===== config.mk =====
export PLATFORM = sky130hd
export DESIGN_NAME = button_debounce_long_press_top
export DESIGN_NICKNAME = d
export VERILOG_FILES = /design/src/sv/bdlp_pkg.sv /design/src/sv/bdlp_lane.sv /design/src/sv/bdlp_merge.sv /design/src/sv/button_debounce_long_press_top.sv
export SDC_FILE = /design/constraint.sdc
export NUM_CORES = 1
export LEC_CHECK = 0
export BUFFER_PORTS_ARGS = -buffer_cell sky130_fd_sc_hd__buf_4
export CORE_ASPECT_RATIO = 0.9
export CORE_UTILIZATION = 32
export CTS_CLUSTER_SIZE = 8
export DETAILED_ROUTE_END_ITERATION = 10
export PLACE_DENSITY = 0.5
export SKIP_LAST_GASP = 1
export SLEW_MARGIN = 5
export SYNTH_ARGS = -nofsm -noshare
export SYNTH_HDL_FRONTEND = slang
export SYNTH_SLANG_ARGS = --single-unit

===== constraint.sdc =====
create_clock -name clk_i -period 4.5 [get_ports clk_i]
set_input_delay 0.225 -clock clk_i [delete_from_list [all_inputs] [get_ports clk_i]]
set_output_delay 0.225 -clock clk_i [all_outputs]
set_load 0.02 [all_outputs]

===== src/sv/bdlp_pkg.sv =====
// shared types and constants for the button debounce block
package bdlp_pkg;

  // default number of buttons
  localparam int unsigned NumButtonsDef = 4;
  // buttons visible in the 4-bit item fields
  localparam int unsigned PinWidth      = 4;
  localparam int unsigned IndexWidth    = 2;
  localparam int unsigned HoldWidth     = 16;
  localparam int unsigned CfgDataWidth  = 16;
  localparam int unsigned CfgIdxWidth   = 1;

  // reset values of the registers
  localparam logic [HoldWidth-1:0] HoldTicksRst    = 16'd100;
  localparam logic                 PressedLevelRst = 1'b0;

  // command codes
  localparam logic CMD_SCAN = 1'b0;
  localparam logic CMD_READ = 1'b1;

  // register indexes
  localparam logic [CfgIdxWidth-1:0] REG_HOLD_TICKS    = 1'b0;
  localparam logic [CfgIdxWidth-1:0] REG_PRESSED_LEVEL = 1'b1;

  typedef struct packed {
    logic                  cmd;
    logic [PinWidth-1:0]   pin_levels;
    logic [IndexWidth-1:0] button_index;
  } in_item_t;

  typedef struct packed {
    logic                flag_read;
    logic [PinWidth-1:0] event_mask;
    logic [PinWidth-1:0] stable_levels;
  } out_item_t;

  // per-button status handed from a lane to the merge stage
  typedef struct packed {
    logic hit;        // flag raised by the current scan transfer
    logic stable_nx;  // debounced level after the current transfer
    logic flag;       // press flag before the current transfer
  } bdlp_lane_t;

endpackage


===== src/sv/bdlp_lane.sv =====
// one button lane: sample history, debounce, press state machine, repeat counter
module bdlp_lane
  import bdlp_pkg::*;
(
  input  logic                 clk_i,
  input  logic                 rst_ni,
  input  logic                 scan_i,
  input  logic                 clr_i,
  input  logic                 raw_i,
  input  logic                 pressed_level_i,
  input  logic [HoldWidth-1:0] hold_ticks_i,
  output bdlp_lane_t           status_o
);

  typedef enum logic [1:0] {
    ST_INIT,
    ST_RELEASED,
    ST_PRESSED,
    ST_LONG
  } mode_e;

  mode_e                mode_q, mode_d;
  logic [2:0]           hist_q, hist_d;
  logic                 stable_q, stable_d;
  logic                 flag_q, flag_d;
  logic [HoldWidth-1:0] cnt_q, cnt_d;
  logic [HoldWidth-1:0] cnt_dec;
  logic                 agree;
  logic                 pressed;
  logic                 expire;
  logic                 hit;

  assign cnt_dec = cnt_q - HoldWidth'(1);
  assign expire  = (cnt_dec == '0);
  assign agree   = (hist_d == 3'b000) || (hist_d == 3'b111);
  assign pressed = (raw_i == pressed_level_i);

  // next state of the lane
  always_comb begin
    mode_d   = mode_q;
    hist_d   = {hist_q[1:0], raw_i};
    stable_d = stable_q;
    flag_d   = flag_q;
    cnt_d    = cnt_q;
    hit      = 1'b0;
    if (!scan_i) begin
      hist_d = hist_q;
    end
    if (scan_i && agree) begin
      stable_d = raw_i;
      case (mode_q)
        ST_INIT: begin
          mode_d = ST_RELEASED;
        end
        ST_RELEASED: begin
          if (pressed) begin
            flag_d = 1'b1;
            hit    = 1'b1;
            cnt_d  = hold_ticks_i;
            mode_d = ST_PRESSED;
          end
        end
        ST_PRESSED, ST_LONG: begin
          if (!pressed) begin
            mode_d = ST_RELEASED;
          end else if (expire) begin
            flag_d = 1'b1;
            hit    = 1'b1;
            cnt_d  = hold_ticks_i;
            mode_d = ST_LONG;
          end else begin
            cnt_d = cnt_dec;
          end
        end
        default: begin
          mode_d = ST_INIT;
        end
      endcase
    end
    // read transfer clears the flag
    if (clr_i) begin
      flag_d = 1'b0;
    end
  end

  // lane state; released level at reset is the inverse of the default pressed level
  always_ff @(posedge clk_i or negedge rst_ni) begin
    if (!rst_ni) begin
      mode_q   <= ST_INIT;
      hist_q   <= {3{~PressedLevelRst}};
      stable_q <= ~PressedLevelRst;
      flag_q   <= 1'b0;
      cnt_q    <= HoldTicksRst;
    end else begin
      mode_q   <= mode_d;
      hist_q   <= hist_d;
      stable_q <= stable_d;
      flag_q   <= flag_d;
      cnt_q    <= cnt_d;
    end
  end

  assign status_o.hit       = hit;
  assign status_o.stable_nx = stable_d;
  assign status_o.flag      = flag_q;

endmodule


===== src/sv/bdlp_merge.sv =====
// merges lane status into one result and holds it in the output register
module bdlp_merge
  import bdlp_pkg::*;
#(
  parameter int unsigned NumButtons = NumButtonsDef
) (
  input  logic       clk_i,
  input  logic       rst_ni,
  input  logic       accept_i,
  input  in_item_t   item_i,
  input  bdlp_lane_t lane_i [NumButtons],
  input  logic       out_ready_i,
  output logic       out_valid_o,
  output out_item_t  out_data_o,
  output logic       load_ok_o
);

  localparam int unsigned OutLanes = (NumButtons < PinWidth) ? NumButtons : PinWidth;

  out_item_t res;
  logic      valid_q;
  out_item_t data_q;

  // combine what the lanes found
  always_comb begin
    res = '0;
    for (int i = 0; i < OutLanes; i++) begin
      res.stable_levels[i] = lane_i[i].stable_nx;
      if (item_i.cmd == CMD_SCAN) begin
        res.event_mask[i] = lane_i[i].hit;
      end else if (item_i.button_index == IndexWidth'(i)) begin
        res.flag_read = lane_i[i].flag;
      end
    end
  end

  // output register may load when empty or when its item leaves
  assign load_ok_o = !valid_q || out_ready_i;

  always_ff @(posedge clk_i or negedge rst_ni) begin
    if (!rst_ni) begin
      valid_q <= 1'b0;
    end else if (load_ok_o) begin
      valid_q <= accept_i;
    end
  end

  always_ff @(posedge clk_i) begin
    if (accept_i) begin
      data_q <= res;
    end
  end

  assign out_valid_o = valid_q;
  assign out_data_o  = data_q;

endmodule


===== src/sv/button_debounce_long_press_top.sv =====
// top level of the button debounce with long press and repeat
//
//   channel | direction | signals                          | payload
//   in      | input     | in_valid_i / in_ready_o          | in_data_i (in_item_t)
//   out     | output    | out_valid_o / out_ready_i        | out_data_o (out_item_t)
//   cfg     | input     | cfg_we_i, cfg_idx_i, cfg_wdata_i | hold_ticks, pressed_level
//
// one item per cycle while in_ready_o is high: every button lane updates in the cycle of
// the transfer and the merged result appears in the output register in the following cycle.
// in_ready_o is high while the output register is empty or being taken.
// reset: all lanes in init state, history and stable level at the released level.
module button_debounce_long_press_top
  import bdlp_pkg::*;
#(
  parameter int unsigned NumButtons = NumButtonsDef
) (
  input  logic                    clk_i,
  input  logic                    rst_ni,
  input  logic                    in_valid_i,
  output logic                    in_ready_o,
  input  in_item_t                in_data_i,
  output logic                    out_valid_o,
  input  logic                    out_ready_i,
  output out_item_t               out_data_o,
  input  logic                    cfg_we_i,
  input  logic [CfgIdxWidth-1:0]  cfg_idx_i,
  input  logic [CfgDataWidth-1:0] cfg_wdata_i
);

  logic [HoldWidth-1:0] hold_ticks_q;
  logic                 pressed_level_q;
  logic                 accept;
  logic                 scan;
  logic                 rd;
  bdlp_lane_t           lane [NumButtons];

  // configuration registers
  always_ff @(posedge clk_i or negedge rst_ni) begin
    if (!rst_ni) begin
      hold_ticks_q    <= HoldTicksRst;
      pressed_level_q <= PressedLevelRst;
    end else if (cfg_we_i) begin
      case (cfg_idx_i)
        REG_HOLD_TICKS:    hold_ticks_q    <= cfg_wdata_i[HoldWidth-1:0];
        REG_PRESSED_LEVEL: pressed_level_q <= cfg_wdata_i[0];
        default: ;
      endcase
    end
  end

  assign accept = in_valid_i && in_ready_o;
  assign scan   = accept && (in_data_i.cmd == CMD_SCAN);
  assign rd     = accept && (in_data_i.cmd == CMD_READ);

  // one lane per button
  for (genvar i = 0; i < NumButtons; i++) begin : g_lane
    logic raw;
    logic clr;
    if (i < PinWidth) begin : g_pin
      assign raw = in_data_i.pin_levels[i];
      assign clr = rd && (in_data_i.button_index == IndexWidth'(i));
    end else begin : g_nopin
      assign raw = 1'b0;
      assign clr = 1'b0;
    end
    bdlp_lane u_lane (
      .clk_i           (clk_i),
      .rst_ni          (rst_ni),
      .scan_i          (scan),
      .clr_i           (clr),
      .raw_i           (raw),
      .pressed_level_i (pressed_level_q),
      .hold_ticks_i    (hold_ticks_q),
      .status_o        (lane[i])
    );
  end

  bdlp_merge #(
    .NumButtons (NumButtons)
  ) u_merge (
    .clk_i       (clk_i),
    .rst_ni      (rst_ni),
    .accept_i    (accept),
    .item_i      (in_data_i),
    .lane_i      (lane),
    .out_ready_i (out_ready_i),
    .out_valid_o (out_valid_o),
    .out_data_o  (out_data_o),
    .load_ok_o   (in_ready_o)
  );

endmodule

==> impl_metrics.ini <==
[synth]
synth_mux_area_share_pct = 8.030
avgSynthCellArea_sq_um = 9.070
ys_types = 71
synthXorXnorAreaFrac_pct = 1.609
yosysWarnings = 0
async_reset_ff_share_pct = 92.17
ys_seq_elements = 115
syn-cell-area_sq_um = 7074
ys.flop_type = dfrtp_1
synthAdderAreaFrac_pct = 1.415
netlist_instances = 780
synth-edff-count = 9
synth-simple-area-share_pct = 21.77
yosysSeqAreaShare_pct = 41.79
synth_top_family_by_area = simple AND/OR/NAND/NOR gates
synth-compound-area-share_pct = 20.45
syn_nets = 817

[setup_path]
endpoint_kind = flop
ff2ff_path_depth = 9
rr_endpoint = g_lane[0].u_lane.flag_q
crit_path_max_fanout = 28
critPathKind = reg -> reg
arrival_ps = 3710
crit_path_start_kind = flop
rrSetupSlack_ps = 1090
cp.required_ps = 4810
r2r-start = g_lane[0].u_lane.cnt_q[0]

[sta]
rsz0062_at_grt = false
fmax_mhz = 293.7
setup_ws_ps = 1095
slew_headroom_pct = 18.60
setup_viol = 0
period_needed_ps = 3405
skew_ps = 9.304
whs_ps = 11.17
hold_viol = 0
worstMarginPinSlew_ps = 1221
finalSetupTns_ps = 0
slew_viol_final = 0
fin_crit_sh_pct = 75.67

[placement]
routabilityCongestion = 0.8424
dpl-instance-area_sq_um = 7562
portBuffers = 39
place_ws_ps = 1133
place_hpwl_um = 13050

[power]
p_leak_nw = 3.199
ir_drop_v = 0.0002359
p_total_w = 0.004744
cellPowerDensity_nw_per_um2 = 580.3

[run_status]
status = completed

[grt]
grt_use_total_pct = 17.68
grt_pass1_vias = 5408
grt-ovfl-total = 0
grt_first_pass_wirelength_um = 31110
grt_antenna_before_repair = 0
grt_max_degree = 46

[worst_hold_path]
min_path_type = in -> reg
whs_path_depth = 3
holdCritStartpoint = cfg_wdata_i[7]
hold_end = hold_ticks_q[7]

[cts]
cts-root-buf = clkbuf_16
cts.sinks = 115
cts.repair.resized = 0
htreeDepth = 4
cts_tree = done
clock_path_buffers = 2
numCtsBuffers = 17
clk_pin_slew_ps = 60
clk-insertion-delay-late_ps = 430

[die]
io_pins = 40
std_cell_rows = 51
start_util_pct = 32.70
die_y_um = 143.1
dieArea_sq_um = 22710
die_w_um = 158.7
core_sq_um = 21630

[finish]
num_antenna_cells = 0
drive_gt1_share_pct = 18.04
design_area_sq_um = 8175
layout.nets = 839
syn_to_final_growth_pct = 15.56
fillers = 2187

[detailed_routing]
viasPerCell = 5.364
wl_per_cell_um = 17.67
first_pass_iters = 5
drc = 0
totalWireLength_um = 19540
vias = 5933
ant_nets = 0
first_iter_violations = 399

[job]
cap_violations = 0
## timing repair
action,in CTS,in global routing
endpoints found under the setup margin,0,0
setup buffers,0,0
hold buffers,2,0
endpoints found under the hold margin,23,0
## critical path, stage by stage, from the launching register on
cell	delay, ps
dfrtp_1	430
inv_1	100
ha_1	240
nor4b_2	470
and2_1	250
o21ai_0	100
a22oi_1	240
o21a_1	980
nor2_1	230
o32a_1	230
## flip-flops by register name (all words and copies together), names as in the netlist
register and count:
g_lane.u_lane.hist_q 8, u_merge.out_valid_o 1, g_lane.u_lane.stable_q 4, g_lane.u_lane.cnt_q 64
hold_ticks_q 16, g_lane.u_lane.mode_q 8, pressed_level_q 1, g_lane.u_lane.flag_q 4
u_merge.out_data_o 9
## power breakdown
part	switching, W	total, W	internal, W
sequential	0.000520	0.00195	0.00143
clock	0.000538	0.00137	0.000834
combinational	0.000774	0.00142	0.000646
## area by class of cell
class | count | area [sq um] | share of cell area (%)
repair buffers | 51 | 387.9 | 4.744
inverters | 28 | 105.1 | 1.286
well taps | 291 | 364.1 | 4.454
multi-input cells | 589 | 3769 | 46.10
clock inverters | 14 | 153.9 | 1.882
flip-flops and latches | 115 | 2957 | 36.16
clock buffers | 18 | 439.2 | 5.372
## how the worst max path moves through the flow
stage / start / endpoint
after global placement: g_lane[0].u_lane.cnt_q[0] / g_lane[0].u_lane.flag_q
after floorplan: g_lane[2].u_lane.cnt_q[8] / g_lane[2].u_lane.cnt_q[1]
after detailed placement: g_lane[0].u_lane.cnt_q[0] / g_lane[0].u_lane.flag_q
after global routing: g_lane[0].u_lane.cnt_q[0] / g_lane[0].u_lane.flag_q
after CTS: g_lane[0].u_lane.cnt_q[0] / g_lane[0].u_lane.flag_q
final: g_lane[0].u_lane.cnt_q[0] / g_lane[0].u_lane.flag_q
## per-stage QoR
step / util [%] / cells
after floorplan: - / 780
after global placement: 34.96 / 1072
after detailed placement: 34.96 / 1072
after CTS: 37.79 / 1106
after global routing: 37.79 / 1106
final: 37.79 / 1106
## placed cells by master, fill, tap and decap left out, drive strengths merged, types with 9 or more instances in the layout
master and instances:
nand4 10, o211ai 12, nor3 23, a21oi 52
nand3 30, mux2i 32, nor2 56, dfrtp 79
buf 49, and3 10, inv 32, o22ai 9
or3 11, a2bb2oi 22, nand2 103, mux2 20
clkbuf 18, edfxtp 9, o21a 11, a22oi 13
dfstp 27, o21ai 40
## per-layer routing
layer	wire (um)	vias to the layer above	GRT usage, %
li1	-	2931	-
met1	9758	2884	24.75
met2	8822	96	27.03
met3	723	22	3.747
met4	235	0	5.723
met5	0	-	0
## synthesized netlist by cell type, types with 7 or more instances
library cell / number / area share, %
o21a_1: 11 / 1.2
xnor2_1: 8 / 0.99
nor4_1: 8 / 0.71
a21oi_1: 52 / 3.7
nand2_1: 103 / 5.5
and2_1: 8 / 0.71
buf_2: 8 / 0.57
clkbuf_1: 30 / 1.6
o22ai_1: 9 / 0.80
dfrtp_1: 79 / 28
a22oi_1: 13 / 1.4
ha_1: 8 / 1.4
o211ai_1: 12 / 1.3
o21ai_0: 36 / 2.5
o2bb2ai_1: 8 / 0.99
nand4_1: 10 / 0.88
mux2_2: 20 / 3.2
a2bb2oi_1: 22 / 2.7
edfxtp_1: 9 / 3.8
nor3_1: 19 / 1.3
inv_1: 28 / 1.5
dfstp_2: 27 / 10
nor2_1: 55 / 2.9
or4_1: 7 / 0.74
mux2i_1: 32 / 4.5
and3_1: 10 / 0.88
nand3_1: 30 / 2.1
or3_1: 11 / 0.97
## logic make-up (layout without fill, tap and decap cells)
family                   after synthesis  after routing
multiplexers                          53             53
flip-flops                           115            115
XOR/XNOR                              13             13
buffers and inverters                 76            111
AND/OR/NAND/NOR                      305            305
AO/OA/AOI/OAI                        210            210
adder cells (fa/ha/maj)                8              8
(Power assumes the default switching activity.)
